### src/gji_ram.sv
// Generic single-write, single-read synchronous RAM with registered read data.
module gji_ram #(
    parameter int WIDTH = 32,
    parameter int DEPTH = 64
) (
    input  logic                     i_clk,
    input  logic                     i_we,
    input  logic [$clog2(DEPTH)-1:0] i_waddr,
    input  logic [WIDTH-1:0]         i_wdata,
    input  logic [$clog2(DEPTH)-1:0] i_raddr,
    output logic [WIDTH-1:0]         o_rdata
);

    logic [WIDTH-1:0] r_mem [DEPTH];
    logic [WIDTH-1:0] r_rdata;

    always_ff @(posedge i_clk) begin
        if (i_we) begin
            r_mem[i_waddr] <= i_wdata;
        end
        r_rdata <= r_mem[i_raddr];
    end

    assign o_rdata = r_rdata;

endmodule

### config.mk
export PLATFORM = sky130hd
export DESIGN_NAME = gji_ram
export DESIGN_NICKNAME = d
export VERILOG_FILES = /design/src/gji_ram.sv
export SDC_FILE = /design/constraint.sdc
export NUM_CORES = 2
export LEC_CHECK = 0
export BUFFER_PORTS_ARGS = -buffer_cell sky130_fd_sc_hd__buf_2
export CAP_MARGIN = 25
export CORE_MARGIN = 1
export CORE_UTILIZATION = 55
export DETAILED_ROUTE_END_ITERATION = 6
export GPL_ROUTABILITY_DRIVEN = 0
export PLACE_DENSITY = 0.75
export RECOVER_POWER = 50
export SKIP_LAST_GASP = 1
export SLEW_MARGIN = 5
export SYNTH_ARGS = -nofsm -noshare
export SYNTH_HDL_FRONTEND = slang
export SYNTH_SLANG_ARGS = --single-unit
### constraint.sdc
create_clock -name i_clk -period 6.7 [get_ports i_clk]
set_clock_uncertainty 0.05 [all_clocks]
set_input_delay 1.34 -clock i_clk [delete_from_list [all_inputs] [get_ports i_clk]]
set_output_delay 1.34 -clock i_clk [all_outputs]
set_load 0.03 [all_outputs]
==> flow_summary.ini <==
[timing]
post-route-period-util = 0.5944
hold_viol = 0
layout_min_cycle_time_ns = 3.983
fin_ws_ns = 2.717
rsz0062_at_grt = false
fmax_mhz = 251.1
tightest_slew_ns = 3.477
final-max-slew-violation-count = 1572
slew_headroom = -1.318
tns_ns = 0
setup_viol = 0

[synthesis]
syn_inst = 3324
synth-compound-area-share = 0.01673
synthMuxAreaShare = 0.1679
synth_ff_type = edfxtp_1
syn_avg_cell_area_sq_um = 23.62
synth_top_family_by_area = multiplexers
synth_simple_gate_area_share = 0.01265
yosysUniqueCellTypes = 34
synth-edff-count = 2048
yosys_warnings = 0
synthesis.nets = 3370
yosysSeqAreaShare = 0.7914
synth-async-reset-ratio = 0
synthAdderAreaFrac = 0
yosys_register_bits = 2080
synth_xor_area_frac = 0
synth_area_sq_mm = 0.07852

[worst_setup_path]
start_kind = primary input
critPathBufInv = 2
cp.depth = 6
cp_max_fo = 65
crit_arrival_ns = 4.57
cp_cell_sequence = buf_8, buf_12, mux4_2, mux4_2, o22ai_1, nor2_1
ff2ff_path_depth = 4
cp.required_ns = 7.29
end_kind = register
cp_top_family = multiplexers
path_class = primary input to register
cpPeakStageDelay_ns = 0.79
cp_slowest_cell = o22ai_1
worst_path_most_repeated_cell = mux4_2

[clocking]
ctsHoldBuffers = 0
cts_tree = built
cts.clk_slew.worst_paths_ns = 0.06
cts_buffers = 198
htreeDepth = 4
cts_setup_buffers = 0
worstSkewPairLatency_ns = 0.84
cts_buffer_depth = 3
cts_root_buf = clkbuf_16
cts_sinks = 2080
cts_repair_resize_count = 0

[placed_design]
place_hpwl_microns = 112000
dp_cells = 5247
io_buffers = 77
place_ws_ns = 1.913

[routing]
first_iter_violations = 5537
ant_nets = 0
viasPerCell = 6.829
wl_per_cell_microns = 36.05
dr.pass1.iters = 7
drcViolationCount = 0
routed_wl_microns = 203000
num_vias = 38461

[die]
die_height_microns = 379.8
coreArea_sq_mm = 0.1416
die_area_sq_mm = 0.1443
start_util = 0.5545
die_width_microns = 379.8
ioPinCount = 78
num_rows = 138

[global_route]
grt_util_met3 = 0.06020
grt_max_degree = 87
grtUsageMet1 = 0.3972
antenna_found_initial = 7
use_met2 = 0.4387
grt_pass1_wl_microns = 285600
busiest_layer = met2
gr-total-overflow = 0
grt_usage = 0.2825
grt_pass1_vias = 38499

[layout]
drive_gt1_frac = 0.2822
final_nets = 3619
area_delta_synth_final_pct = 12.74
final_util = 0.6252
stdcell_count = 5632

[pwr]
sequentialPowerShare = 0.538
power_density_mw_per_mm2 = 303.9
p_switching_uw = 5678
pwr-share-comb = 0.051
intPower_uw = 21220
clkPwrFrac = 0.411
total_power_uw = 26900
ir_drop_uv = 241.1
p_leak_uw = 0.02747
swShare = 0.2111

[run_status]
outcome = finished with violations
violations = max-capacitance violations, max-slew violations

[hold_path]
min_path_cells = 4
hp-class = register to register

[job]
cap_violations = 33
[worst reg2reg max path: stages, from the launching register on]
cell and delay (ns):
edfxtp_1 0.37, mux4_2 0.50, mux4_2 0.54, o22ai_1 0.79
nor2_1 0.15
[synthesized netlist by cell type (3+ instances only)]
library cell | instances | area (sq um)
edfxtp_1 | 2048 | 61500
mux4_2 | 544 | 12250
nor2_1 | 137 | 514.2
mux2i_1 | 93 | 930.9
o22ai_1 | 84 | 525.5
clkbuf_1 | 74 | 277.8
a21oi_1 | 62 | 310.3
buf_2 | 57 | 285.3
dfxtp_1 | 32 | 640.6
o221ai_1 | 27 | 236.5
nand2_1 | 26 | 97.59
buf_4 | 25 | 187.7
buf_1 | 21 | 78.83
nor2b_1 | 15 | 93.84
a22oi_1 | 12 | 90.09
a311oi_1 | 8 | 70.07
nand2b_1 | 8 | 50.05
nor3_1 | 7 | 35.03
buf_6 | 5 | 56.30
nand3_1 | 5 | 25.02
nand3b_1 | 5 | 37.54
a41o_1 | 4 | 40.04
and3_1 | 4 | 25.02
o32ai_1 | 4 | 35.03
or3_1 | 3 | 18.77
or3b_2 | 3 | 26.28
[stage by stage]
stage,area [sq um],hold WS (ns)
2_1_floorplan,78520,0.6132
3_3_place_gp,81950,0.7179
3_5_place_dp,82330,0.7106
4_1_cts,88700,0.7179
5_1_grt,88510,0.7840
6_report,88520,0.7120
[placed cells by master, fill, tap and decap left out, types with 6 or more instances in the layout]
cell	netlist	routed
a21oi_1	62	62
a22oi_1	12	12
a311oi_1	8	8
buf_12	0	14
buf_2	57	45
buf_4	25	102
bufinv_16	0	19
clkbuf_1	74	122
clkbuf_16	0	201
clkbuf_8	0	6
clkinv_1	0	29
clkinv_2	0	36
dfxtp_1	32	32
edfxtp_1	2048	2048
mux2i_1	93	93
mux4_2	544	544
nand2_1	26	26
nand2b_1	8	7
nor2_1	137	78
nor2_4	0	59
nor2b_1	15	15
nor3_1	7	6
o221ai_1	27	27
o22ai_1	84	84
[cell families after synthesis]
kind of cell,after synthesis
flip-flops,2080
AO/OA/AOI/OAI,202
AND/OR/NAND/NOR,223
multiplexers,637
buffers and inverters,182
[power by group through the flow]
stage / registers [uW] / logic, uW / clock network (uW)
4_1_cts: 14500 / 1380 / 11100
6_report: 14500 / 1370 / 11000
5_1_grt: 14500 / 1420 / 11600
2_1_floorplan: 14800 / 701 / 0
3_5_place_dp: 14700 / 1370 / 0
3_3_place_gp: 14700 / 1320 / 0
[worst paths after layout]
path,endpoint,slack [ns],start
max,o_rdata[0],2.72,i_raddr[0]
max reg2reg,o_rdata[0],4.11,r_mem[47][0]
min reg2reg,o_rdata[17],0.71,r_mem[13][17]
min,o_rdata[17],0.71,r_mem[13][17]
[metal layers]
layer,part of all wire,wire length (microns)
met5,0.00017,34
met4,0.042,8527
met3,0.12,23680
met2,0.48,96790
met1,0.36,73980
[flip-flops by register name (all words and copies together), names as in the netlist]
register and count:
o_rdata 32, r_mem 2048
[area by class of cell]
cell class | count | area (sq um)
timing repair buffer | 231 | 1694
antenna | 3 | 7.507
clock buffer | 268 | 5341
tap | 1890 | 2365
sequential | 2080 | 62140
multi-input combinational | 1062 | 15940
fill | 9144 | 53070
clock inverter | 98 | 1032
(Power assumes the default switching activity.)
